==> config.mk <==
export PLATFORM = sky130hd
export DESIGN_NAME = lkf_ctrl
export DESIGN_NICKNAME = d
export VERILOG_FILES = /design/src/hdl/lkf_pkg.sv /design/src/hdl/lkf_ctrl.sv
export SDC_FILE = /design/constraint.sdc
export NUM_CORES = 1
export LEC_CHECK = 0
export BUFFER_PORTS_ARGS = -buffer_cell sky130_fd_sc_hd__buf_2
export CORE_MARGIN = 4
export CORE_UTILIZATION = 49
export CTS_CLUSTER_SIZE = 16
export DETAILED_ROUTE_END_ITERATION = 8
export PLACE_DENSITY = 0.77
export SETUP_SLACK_MARGIN = 0.3
export SLEW_MARGIN = 20
export SYNTH_ARGS = -nofsm -noshare
export SYNTH_HDL_FRONTEND = slang
export SYNTH_SLANG_ARGS = --single-unit
==> constraint.sdc <==
create_clock -name i_clk -period 3 [get_ports i_clk]
set_input_delay 0.3 -clock i_clk [delete_from_list [all_inputs] [get_ports i_clk]]
set_output_delay 0.3 -clock i_clk [all_outputs]
set_load 0.005 [all_outputs]
==> src/hdl/lkf_pkg.sv <==
// Package for the linear Kalman filter core: sizes, codes, command and status
// structs, the controller state type and the Q16.16 rounding helpers.
// Depends on nothing; every other source file uses it.
`timescale 1ns / 1ps

package lkf_pkg;

    localparam int STATE_DIM = 4;
    localparam int MEAS_DIM  = 2;

    localparam int SW   = (STATE_DIM > 1) ? $clog2(STATE_DIM) : 1;
    localparam int MW   = (MEAS_DIM > 1) ? $clog2(MEAS_DIM) : 1;
    localparam int AW   = $clog2(2 * MEAS_DIM);
    localparam int MAXD = (STATE_DIM > 2 * MEAS_DIM) ? STATE_DIM : 2 * MEAS_DIM;
    localparam int CW   = $clog2(MAXD);
    localparam int ACCW = 34 + $clog2(STATE_DIM + 1);

    localparam int CFG_IW = 2;
    localparam int CFG_DW = 32;

    typedef logic signed [31:0] t_q16;

    localparam t_q16 Q_ONE = 32'sh0001_0000;
    localparam t_q16 Q_MAX = 32'sh7FFF_FFFF;
    localparam t_q16 Q_MIN = 32'sh8000_0000;

    localparam logic KIND_LOAD = 1'b0;
    localparam logic KIND_MEAS = 1'b1;

    localparam logic [CFG_IW-1:0] CFG_STATE_DIM = 2'd0;
    localparam logic [CFG_IW-1:0] CFG_MEAS_DIM  = 2'd1;

    typedef enum logic [2:0] {
        TGT_A = 3'd0,
        TGT_Q = 3'd1,
        TGT_H = 3'd2,
        TGT_R = 3'd3,
        TGT_X = 3'd4,
        TGT_P = 3'd5
    } t_target;

    typedef enum logic [4:0] {
        ST_IDLE,
        ST_XA,
        ST_AP,
        ST_PA,
        ST_PHT,
        ST_S,
        ST_INIT,
        ST_PIV,
        ST_DIV,
        ST_DIVW,
        ST_ELIM,
        ST_K,
        ST_Y,
        ST_X,
        ST_HP,
        ST_P,
        ST_OUT
    } t_state;

    typedef struct packed {
        logic          mac_valid;
        t_state        phase;
        logic [CW-1:0] i;
        logic [CW-1:0] j;
        logic [CW-1:0] k;
        logic [CW-1:0] c;
        logic [CW-1:0] ml;
        logic          first;
        logic          last;
        logic          in_accept;
        logic          sing_set;
        logic          sing_clr;
        logic          aug_init;
        logic          piv_do;
        logic          div_start;
        logic          div_wr;
        logic          out_load;
        logic          out_last;
    } t_cmd;

    typedef struct packed {
        logic zero_piv;
        logic div_done;
    } t_stat;

    // Round a full product to Q16.16 (add half, floor shift) and saturate.
    function automatic t_q16 sat_prod(input logic signed [63:0] p);
        logic signed [63:0] t;
        t = (p + 64'sd32768) >>> 16;
        if ((&t[63:31]) || (~|t[63:31])) begin
            return t[31:0];
        end
        return t[63] ? Q_MIN : Q_MAX;
    endfunction

    function automatic t_q16 sat_acc(input logic signed [ACCW-1:0] v);
        if ((&v[ACCW-1:31]) || (~|v[ACCW-1:31])) begin
            return v[31:0];
        end
        return v[ACCW-1] ? Q_MIN : Q_MAX;
    endfunction

    function automatic logic signed [ACCW-1:0] sext(input t_q16 x);
        return {{(ACCW-32){x[31]}}, x};
    endfunction

endpackage

==> src/hdl/lkf_ctrl.sv <==
// Controller of the Kalman filter core: dimension registers, the phase state
// machine with its loop counters, and the handshakes. Depends on lkf_pkg.
`timescale 1ns / 1ps

module lkf_ctrl (
    input  logic                       i_clk,
    input  logic                       i_rst_n,
    input  logic                       i_in_valid,
    input  logic                       i_in_kind,
    input  logic                       i_in_last,
    output logic                       o_in_ready,
    input  logic                       i_cfg_valid,
    input  logic [lkf_pkg::CFG_IW-1:0] i_cfg_index,
    input  logic [lkf_pkg::CFG_DW-1:0] i_cfg_data,
    output logic                       o_cfg_ready,
    input  logic                       i_out_ready,
    output logic                       o_out_valid,
    input  lkf_pkg::t_stat             i_stat,
    output lkf_pkg::t_cmd              o_cmd
);
    import lkf_pkg::*;

    t_state        r_state, n_state;
    logic [CW-1:0] r_i, r_j, r_k, r_c;
    logic [CW-1:0] n_i, n_j, n_k, n_c;
    logic          r_tail, n_tail;
    logic          r_ovalid, n_ovalid;
    logic [2:0]    r_sdim;
    logic [1:0]    r_mdim;

    logic [CW-1:0] nl, ml, m2l;
    logic [CW-1:0] ilast, jlast, klast;
    logic [CW-1:0] inext;
    logic          is_mac;
    logic          start;
    logic          out_free;
    t_state        after;

    always_comb begin
        if (r_sdim == '0) begin
            nl = '0;
        end else if (int'(r_sdim) > STATE_DIM) begin
            nl = CW'(STATE_DIM - 1);
        end else begin
            nl = CW'(r_sdim - 3'd1);
        end
        if (r_mdim == '0) begin
            ml = '0;
        end else if (int'(r_mdim) > MEAS_DIM) begin
            ml = CW'(MEAS_DIM - 1);
        end else begin
            ml = CW'(r_mdim - 2'd1);
        end
    end

    assign m2l      = CW'((int'(ml) << 1) + 1);
    assign start    = i_in_valid && (i_in_kind == KIND_MEAS) && i_in_last;
    assign out_free = !r_ovalid || i_out_ready;

    // Loop bounds of each accumulate phase and the phase that follows it.
    always_comb begin
        ilast  = '0;
        jlast  = '0;
        klast  = '0;
        is_mac = 1'b1;
        after  = ST_IDLE;
        unique case (r_state)
            ST_XA:   begin ilast = nl; klast = nl; after = ST_AP; end
            ST_AP:   begin ilast = nl; jlast = nl; klast = nl; after = ST_PA; end
            ST_PA:   begin ilast = nl; jlast = nl; klast = nl; after = ST_PHT; end
            ST_PHT:  begin ilast = nl; jlast = ml; klast = nl; after = ST_S; end
            ST_S:    begin ilast = ml; jlast = ml; klast = nl; after = ST_INIT; end
            ST_ELIM: begin
                ilast = (r_c == ml) ? (ml - 1'b1) : ml;
                jlast = m2l;
                after = (r_c == ml) ? ST_K : ST_PIV;
            end
            ST_K:    begin ilast = nl; jlast = ml; klast = ml; after = ST_Y; end
            ST_Y:    begin ilast = ml; klast = nl; after = ST_X; end
            ST_X:    begin ilast = nl; klast = ml; after = ST_HP; end
            ST_HP:   begin ilast = ml; jlast = nl; klast = nl; after = ST_P; end
            ST_P:    begin ilast = nl; jlast = nl; klast = ml; after = ST_OUT; end
            default: is_mac = 1'b0;
        endcase
    end

    // The elimination pass skips the pivot row.
    assign inext = ((r_state == ST_ELIM) && (r_i + 1'b1 == r_c)) ? (r_i + 2'd2) : (r_i + 1'b1);

    always_comb begin
        n_state = r_state;
        unique case (r_state)
            ST_IDLE: if (start) n_state = ST_XA;
            ST_INIT: n_state = ST_PIV;
            ST_PIV:  n_state = i_stat.zero_piv ? ST_OUT : ST_DIV;
            ST_DIV:  n_state = ST_DIVW;
            ST_DIVW: begin
                if (i_stat.div_done) begin
                    if (r_j != m2l) begin
                        n_state = ST_DIV;
                    end else begin
                        n_state = (ml == '0) ? ST_K : ST_ELIM;
                    end
                end
            end
            ST_OUT:  if (out_free && (r_i == nl)) n_state = ST_IDLE;
            default: if (is_mac && r_tail) n_state = after;
        endcase
    end

    always_comb begin
        o_cmd       = '0;
        o_cmd.phase = r_state;
        o_cmd.i     = r_i;
        o_cmd.j     = r_j;
        o_cmd.k     = r_k;
        o_cmd.c     = r_c;
        o_cmd.ml    = ml;
        o_cmd.first = (r_k == '0);
        o_cmd.last  = (r_k == klast);
        n_i         = r_i;
        n_j         = r_j;
        n_k         = r_k;
        n_c         = r_c;
        n_tail      = r_tail;
        n_ovalid    = r_ovalid && !i_out_ready;
        unique case (r_state)
            ST_IDLE: begin
                o_cmd.in_accept = i_in_valid;
                if (start) begin
                    o_cmd.sing_clr = 1'b1;
                    n_i = '0;
                    n_j = '0;
                    n_k = '0;
                    n_c = '0;
                end
            end
            ST_INIT: o_cmd.aug_init = 1'b1;
            ST_PIV: begin
                o_cmd.sing_set = i_stat.zero_piv;
                o_cmd.piv_do   = !i_stat.zero_piv;
                n_i = '0;
                n_j = '0;
            end
            ST_DIV: o_cmd.div_start = 1'b1;
            ST_DIVW: begin
                if (i_stat.div_done) begin
                    o_cmd.div_wr = 1'b1;
                    if (r_j == m2l) begin
                        n_j = '0;
                        n_k = '0;
                        n_i = ((ml != '0) && (r_c == '0)) ? CW'(1) : '0;
                    end else begin
                        n_j = r_j + 1'b1;
                    end
                end
            end
            ST_OUT: begin
                if (out_free) begin
                    o_cmd.out_load = 1'b1;
                    o_cmd.out_last = (r_i == nl);
                    n_ovalid = 1'b1;
                    n_i = r_i + 1'b1;
                end
            end
            default: begin
                if (is_mac && !r_tail) begin
                    o_cmd.mac_valid = 1'b1;
                    if (r_k != klast) begin
                        n_k = r_k + 1'b1;
                    end else begin
                        n_k = '0;
                        if (r_j != jlast) begin
                            n_j = r_j + 1'b1;
                        end else begin
                            n_j = '0;
                            if (r_i != ilast) begin
                                n_i = inext;
                            end else begin
                                n_tail = 1'b1;
                            end
                        end
                    end
                end else if (is_mac) begin
                    // An idle tail step lets the last sum land before the next phase reads it.
                    n_tail = 1'b0;
                    n_i    = '0;
                    n_j    = '0;
                    n_k    = '0;
                    if (r_state == ST_ELIM) begin
                        n_c = r_c + 1'b1;
                    end
                end
            end
        endcase
    end

    always_ff @(posedge i_clk) begin
        if (!i_rst_n) begin
            r_state  <= ST_IDLE;
            r_i      <= '0;
            r_j      <= '0;
            r_k      <= '0;
            r_c      <= '0;
            r_tail   <= 1'b0;
            r_ovalid <= 1'b0;
            r_sdim   <= 3'd4;
            r_mdim   <= 2'd2;
        end else begin
            r_state  <= n_state;
            r_i      <= n_i;
            r_j      <= n_j;
            r_k      <= n_k;
            r_c      <= n_c;
            r_tail   <= n_tail;
            r_ovalid <= n_ovalid;
            if (i_cfg_valid) begin
                if (i_cfg_index == CFG_STATE_DIM) begin
                    r_sdim <= i_cfg_data[2:0];
                end else if (i_cfg_index == CFG_MEAS_DIM) begin
                    r_mdim <= i_cfg_data[1:0];
                end
            end
        end
    end

    assign o_in_ready  = (r_state == ST_IDLE);
    assign o_cfg_ready = 1'b1;
    assign o_out_valid = r_ovalid;

endmodule

Word-level counts from Yosys, hierarchy flattened

Cells that the tools add are included.

Register bits after elaboration: 20
Input port bits: 43
Output and inout port bits: 30
Word-level logic and storage cells: 179

Add/sub/neg operators: 9
Order comparisons: 2
Equality and inequality tests: 39
Muxes and demuxes: 66
Bitwise operators: 6
Reductions and logical operators: 48

Operators by type and width:

| operator                                                                | count |
|---|---|
| 2-bit 2-to-1 mux                                                        | 30 |
| 5-bit one-hot mux with 11 select lines                                  | 1 |
| 5-bit by 4-bit == test with 1-bit output, second input constant         | 8 |
| 5-bit one-hot mux with 6 select lines                                   | 1 |
| 5-bit 2-to-1 mux                                                        | 5 |
| 1-bit 2-to-1 mux                                                        | 21 |
| 5-bit by 3-bit == test with 1-bit output, second input constant         | 4 |
| 5-bit AND reduction                                                     | 4 |
| 2-bit one-hot mux with 3 select lines                                   | 3 |
| 2-bit inequality test, second input constant                            | 8 |
| 7-bit OR reduction                                                      | 2 |
| 6-bit by 3-bit inequality test with 1-bit output, second input constant | 2 |
| 3-bit OR reduction                                                      | 4 |
| 11-bit OR reduction                                                     | 1 |
| 2-bit by 1-bit adder with 2-bit output, second input constant           | 5 |
| 2-bit == test                                                           | 5 |
| 5-bit by 2-bit == test with 1-bit output, second input constant         | 2 |
| 2-bit logical NOT                                                       | 5 |
| 2-bit one-hot mux with 5 select lines                                   | 1 |
| 9-bit AND reduction                                                     | 1 |
| 1-bit logical AND                                                       | 8 |
| 2-bit inequality test                                                   | 4 |
| 2-bit one-hot mux with 2 select lines                                   | 2 |
| 2-bit one-hot mux with 4 select lines                                   | 1 |
| 28 further kinds                                                        | 42 |

Logic depth before layout (Yosys ltp)

Depth after elaboration: 12
Depth in mapped cells: 10

Least setup slack after synthesis

Ideal clock, no wire load.

Kind: register -> register
Start point: register r_sdim[0]
End point: register r_state[1]
Setup time: 74 ps
Arrival: 2417 ps
Setup slack: 508 ps
Cell stages (with the launch flop): 10
Buffers on the path: 0
Period minus slack after synthesis: 2492 ps
Cells stage by stage: dfxtp_1 > inv_1 > ha_1 > a21boi_0 > o21ai_0 > a211oi_1 > a211o_1 > nand2_1 > or4b_2 > a31oi_1

Word-level cells in the longest chain between the ends: 7
Elaborated cells between the ends (all ways): 9
Classes of those cells: add/sub: 1; order compare: 1; eq/ne: 2; mux: 2; reduce/logical: 3

RTL lines:

| item                                                                              | RTL line                       | text |
|---|---|---|
| start, declared                                                                   | lkf_ctrl.sv:28                 | `logic [2:0] r_sdim;` |
| start signal, assigned                                                            | lkf_ctrl.sv:219                | `r_sdim <= i_cfg_data[2:0];` |
| 3-bit > comparator or 2-bit by 1-bit subtractor with 2-bit output (tied branches) | lkf_ctrl.sv:42, lkf_ctrl.sv:45 |  |
| 2-bit 2-to-1 mux                                                                  | lkf_ctrl.sv:42                 | `end else if (int'(r_sdim) > STATE_DIM) begin` |
| 2-bit 2-to-1 mux *                                                                | lkf_ctrl.sv:40                 | `if (r_sdim == '0) begin` |
| 2-bit == test *                                                                   | lkf_ctrl.sv:106                | `ST_OUT: if (out_free && (r_i == nl)) n_state = ST_IDLE;` |
| 1-bit logical AND *                                                               | lkf_ctrl.sv:106                |  |
| 2-bit inequality test (no line) *                                                 | -                              |  |
| 4-bit AND reduction (no line) *                                                   | -                              |  |
| end signal, assigned                                                              | lkf_ctrl.sv:210                | `r_state <= n_state;` |
| end, declared                                                                     | lkf_ctrl.sv:23                 | `t_state r_state, n_state;` |

Mark *: on every way between the ends. The rest lies on a longest branch, timed or not.
A chain may end at the register's enable or synchronous reset.

Worst setup path after layout

Ends and elaborated chain as after synthesis.

==> impl_results.html <==
<table>
<tr><th>Metric</th><th>Value</th></tr>
<tr><th colspan="2">Clock network</th></tr>
<tr><td># clock sinks</td><td>19</td></tr>
<tr><td>Buffer type at the clock tree root</td><td>clkbuf_8</td></tr>
<tr><td>Maximum clock path buffer count</td><td>2</td></tr>
<tr><td>Clock Pin Slew Worst Setup and Hold Paths</td><td>0.08 ns</td></tr>
<tr><td>Worst skew pair latency</td><td>0.26 ns</td></tr>
<tr><td>Post-CTS setup buffer count</td><td>0</td></tr>
<tr><td>Total number of H-tree levels</td><td>1</td></tr>
<tr><td>TritonCTS Buffers</td><td>3</td></tr>
<tr><td>CTS tree</td><td>done</td></tr>
<tr><td>Hold buffer count at cts</td><td>0</td></tr>
<tr><td>Gates resized, CTS repair</td><td>0</td></tr>
<tr><th colspan="2">Layout</th></tr>
<tr><td>Inserted Diodes</td><td>0</td></tr>
<tr><td>Design Area, Final</td><td>2110 sq um</td></tr>
<tr><td>Area occupied by registers</td><td>384 sq um</td></tr>
<tr><td>Layout area overhead</td><td>14.8%</td></tr>
<tr><td>Area of combinational cells with multiple inputs</td><td>1300 sq um</td></tr>
<tr><td>Fraction of final layout cells sized beyond drive strength 1</td><td>0.243</td></tr>
<tr><td>Filler Cells Inserted</td><td>350</td></tr>
<tr><td>Layout net count</td><td>336</td></tr>
<tr><th colspan="2">STA</th></tr>
<tr><td>RSZ-0062 raised after global routing</td><td>true</td></tr>
<tr><td>Number of setup violations in the final report</td><td>0</td></tr>
<tr><td>Actual slew at the worst max-slew pin</td><td>0.606 ns</td></tr>
<tr><td>Final hold slack</td><td>0.255 ns</td></tr>
<tr><td>Setup clock skew after layout</td><td>0.00550 ns</td></tr>
<tr><td>Fmax</td><td>387 MHz</td></tr>
<tr><td>Worst rel slew slack</td><td>0.595</td></tr>
<tr><td>Worst Slack Setup Final</td><td>0.413 ns</td></tr>
<tr><td>Time the final worst path needs with I/O delays and setup</td><td>2.59 ns</td></tr>
<tr><td>Hold Fails Final Rpt</td><td>0</td></tr>
<tr><td>Setup TNS</td><td>0 ns</td></tr>
<tr><td>Total count of max-transition violations in the final report</td><td>0</td></tr>
<tr><td>Fin crit share</td><td>0.862</td></tr>
<tr><th colspan="2">Run status</th></tr>
<tr><td>Status</td><td>finished, final reports clean</td></tr>
<tr><th colspan="2">Run</th></tr>
<tr><td>Number of max-capacitance violations reported</td><td>0</td></tr>
<tr><th colspan="2">Global routing</th></tr>
<tr><td>First-pass GRT wire length</td><td>8250 um</td></tr>
<tr><td>Vias in the first global route</td><td>1731</td></tr>
<tr><td>Antenna violations before repair</td><td>0</td></tr>
<tr><td>Maximum number of pins on one net before global-route repair</td><td>20</td></tr>
<tr><td>GRT Total Usage</td><td>0.202</td></tr>
<tr><td>Aggregate global routing overflow</td><td>0</td></tr>
<tr><th colspan="2">Floorplan</th></tr>
<tr><td>Die height</td><td>69.2 um</td></tr>
<tr><td>Num rows</td><td>21</td></tr>
<tr><td>X dimension of the die</td><td>69.2 um</td></tr>
<tr><td>Die Footprint</td><td>4790 sq um</td></tr>
<tr><td>Effective utilization at floorplan</td><td>0.529</td></tr>
<tr><td>Count of pins on the block boundary</td><td>73</td></tr>
<tr><td>Core box area</td><td>3470 sq um</td></tr>
<tr><th colspan="2">Worst setup path</th></tr>
<tr><td>CP arrival</td><td>2.77 ns</td></tr>
<tr><td>CP Max Fanout</td><td>5</td></tr>
<tr><td>Sort of element at the end of the critical path</td><td>flop</td></tr>
<tr><td>Worst Setup Path Type</td><td>reg -&gt; reg</td></tr>
<tr><td>Kind of start point of the critical path</td><td>flop</td></tr>
<tr><td>Data required time of the critical path</td><td>3.19 ns</td></tr>
<tr><th colspan="2">Yosys</th></tr>
<tr><td>Cells after Synth</td><td>256</td></tr>
<tr><td>Synthesis warning total</td><td>0</td></tr>
<tr><td>Count of flip-flops with a built-in enable after synthesis</td><td>0</td></tr>
<tr><td>Post-Syn Area</td><td>1840 sq um</td></tr>
<tr><td>Mean cell area of the mapped netlist</td><td>7.17 sq um</td></tr>
<tr><td>Unique masters post-synth</td><td>64</td></tr>
<tr><td>Proportion of synthesized chip area in sequential cells</td><td>0.207</td></tr>
<tr><td>Primary flip-flop cell chosen by synthesis mapping</td><td>dfxtp_1</td></tr>
<tr><td>Synthesized flop and latch total</td><td>19</td></tr>
<tr><td>Share of async-settable or async-resettable flops after synthesis</td><td>0</td></tr>
<tr><th colspan="2">Place</th></tr>
<tr><td>Final GP Congestion</td><td>0.854</td></tr>
<tr><td>Port Buffers</td><td>41</td></tr>
<tr><td>Placement Cell Area</td><td>2050 sq um</td></tr>
<tr><td>Placed wire-length estimate after detailed placement</td><td>3660 um</td></tr>
<tr><td>Worst slack at placement</td><td>0.344 ns</td></tr>
<tr><th colspan="2">Pwr</th></tr>
<tr><td>Total power after layout</td><td>1520 uW</td></tr>
<tr><td>PD cells</td><td>721 nW/um^2</td></tr>
<tr><td>Static leakage power</td><td>0.000926 uW</td></tr>
<tr><td>Largest voltage drop on the vdd net</td><td>446 uV</td></tr>
<tr><th colspan="2">Route</th></tr>
<tr><td>Residual DRC count</td><td>0</td></tr>
<tr><td>Number of iterations in the first detailed-routing pass</td><td>5</td></tr>
<tr><td>Average routed wire per standard cell</td><td>14.5 um</td></tr>
<tr><td>Vias</td><td>1938</td></tr>
<tr><td>Average vias per placed instance</td><td>5.80</td></tr>
<tr><td>Number of nets with antenna violations after routing</td><td>0</td></tr>
<tr><td>Final wirelength</td><td>4850 um</td></tr>
<tr><td>Drt initial violations</td><td>120</td></tr>
<tr><th colspan="2">Min path</th></tr>
<tr><td>Class of the tightest hold or removal check</td><td>in -&gt; reg</td></tr>
</table>
-- critical path: stages, from the launching register on --
cell      delay (ns)
dfxtp_1         0.40
inv_1           0.09
ha_1            0.36
a21boi_2        0.20
o21ai_0         0.15
a211oi_1        0.25
a211o_1         0.17
nand2_1         0.07
or4b_2          0.64
a31oi_1         0.17
-- final timing paths --
| check | from | end | slack (ns) | depth (start not counted) |
|---|---|---|---|---|
| worst max-delay path | r_sdim[0] | r_state[1] | 0.41 | 9 |
| worst min-delay path | i_cfg_data[2] | r_sdim[2] | 0.25 | 3 |
| worst max register to register | r_sdim[0] | r_state[1] | 0.41 | 9 |
| worst min register to register | o_out_valid | o_out_valid | 0.57 | 2 |
-- through the flow --
stage | cells | util
2_1_floorplan | 257 | -
3_3_place_gp | 330 | 0.592
3_5_place_dp | 330 | 0.592
4_1_cts | 334 | 0.605
5_1_grt | 334 | 0.608
6_report | 334 | 0.608
-- cell usage in the layout, fill, tap and decap left out, drive strengths merged, types with 3 or more instances in the layout --
cell	count
or3	3
o31ai	4
inv	16
conb	3
nor2	29
and3	3
buf	48
nand2b	4
nand2	20
nand3	11
clkbuf	4
nor3b	4
mux2i	5
nor3	9
dfxtp	19
and2	6
xor2	3
a31oi	6
ha	4
a211oi	4
a211o	3
o21a	3
nor2b	6
a21oi	12
o21ai	15
-- cell usage after synthesis, drive strengths merged, types with 4 or more instances --
master,count,share of area
nor3b,4,0.022
nor3,9,0.027
nand3,11,0.030
inv,16,0.033
a21oi,12,0.033
nor2,29,0.061
dfxtp,19,0.21
mux2i,5,0.027
clkbuf,11,0.022
ha,4,0.027
nand2b,4,0.014
o21ai,15,0.041
a31oi,6,0.020
buf,10,0.033
nor2b,6,0.020
a211oi,4,0.022
o31ai,4,0.016
and2,6,0.020
nand2,20,0.041
-- sequential cells by signal, summed over array words and instances (netlist names) --
| signal | count |
|---|---|
| r_sdim | 3 |
| r_j | 2 |
| r_state | 5 |
| r_i | 2 |
| r_c | 2 |
| r_k | 2 |
| r_tail | 1 |
| o_out_valid | 1 |
| r_mdim | 1 |
-- layer usage --
| layer | vias to the layer above | track usage | share of wire |
|---|---|---|---|
| met5 | - | 0 | 0 |
| met4 | 0 | 0.0434 | 0.0070 |
| met3 | 6 | 0.0333 | 0.070 |
| met2 | 75 | 0.327 | 0.46 |
| met1 | 875 | 0.281 | 0.46 |
| li1 | 982 | - | - |
-- power by group --
part	internal [uW]	switching (uW)	leakage [uW]
Clock	94.6	95.0	0.0000228
Sequential	291	89.5	0.000156
Combinational	426	523	0.000748
Total	812	708	0.000926
-- layout make-up --
class / count / area share
multi-input combinational: 201 / 0.618
clock buffer: 4 / 0.0214
tap: 46 / 0.0273
timing repair buffer: 48 / 0.122
sequential: 19 / 0.182
inverter: 16 / 0.0285
-- logic make-up after synthesis --
kind of cell / Yosys count / share of synthesized area
other: 2 / 0.00409
buffers and inverters: 37 / 0.0886
DFF: 19 / 0.207
xor gates and xnor gates: 5 / 0.0239
AOI/OAI and AO/OA: 74 / 0.299
adders and majority gates: 4 / 0.0273
muxes: 5 / 0.0273
and+or+nand+nor: 110 / 0.322
Power figures use the tool's default switching activity.
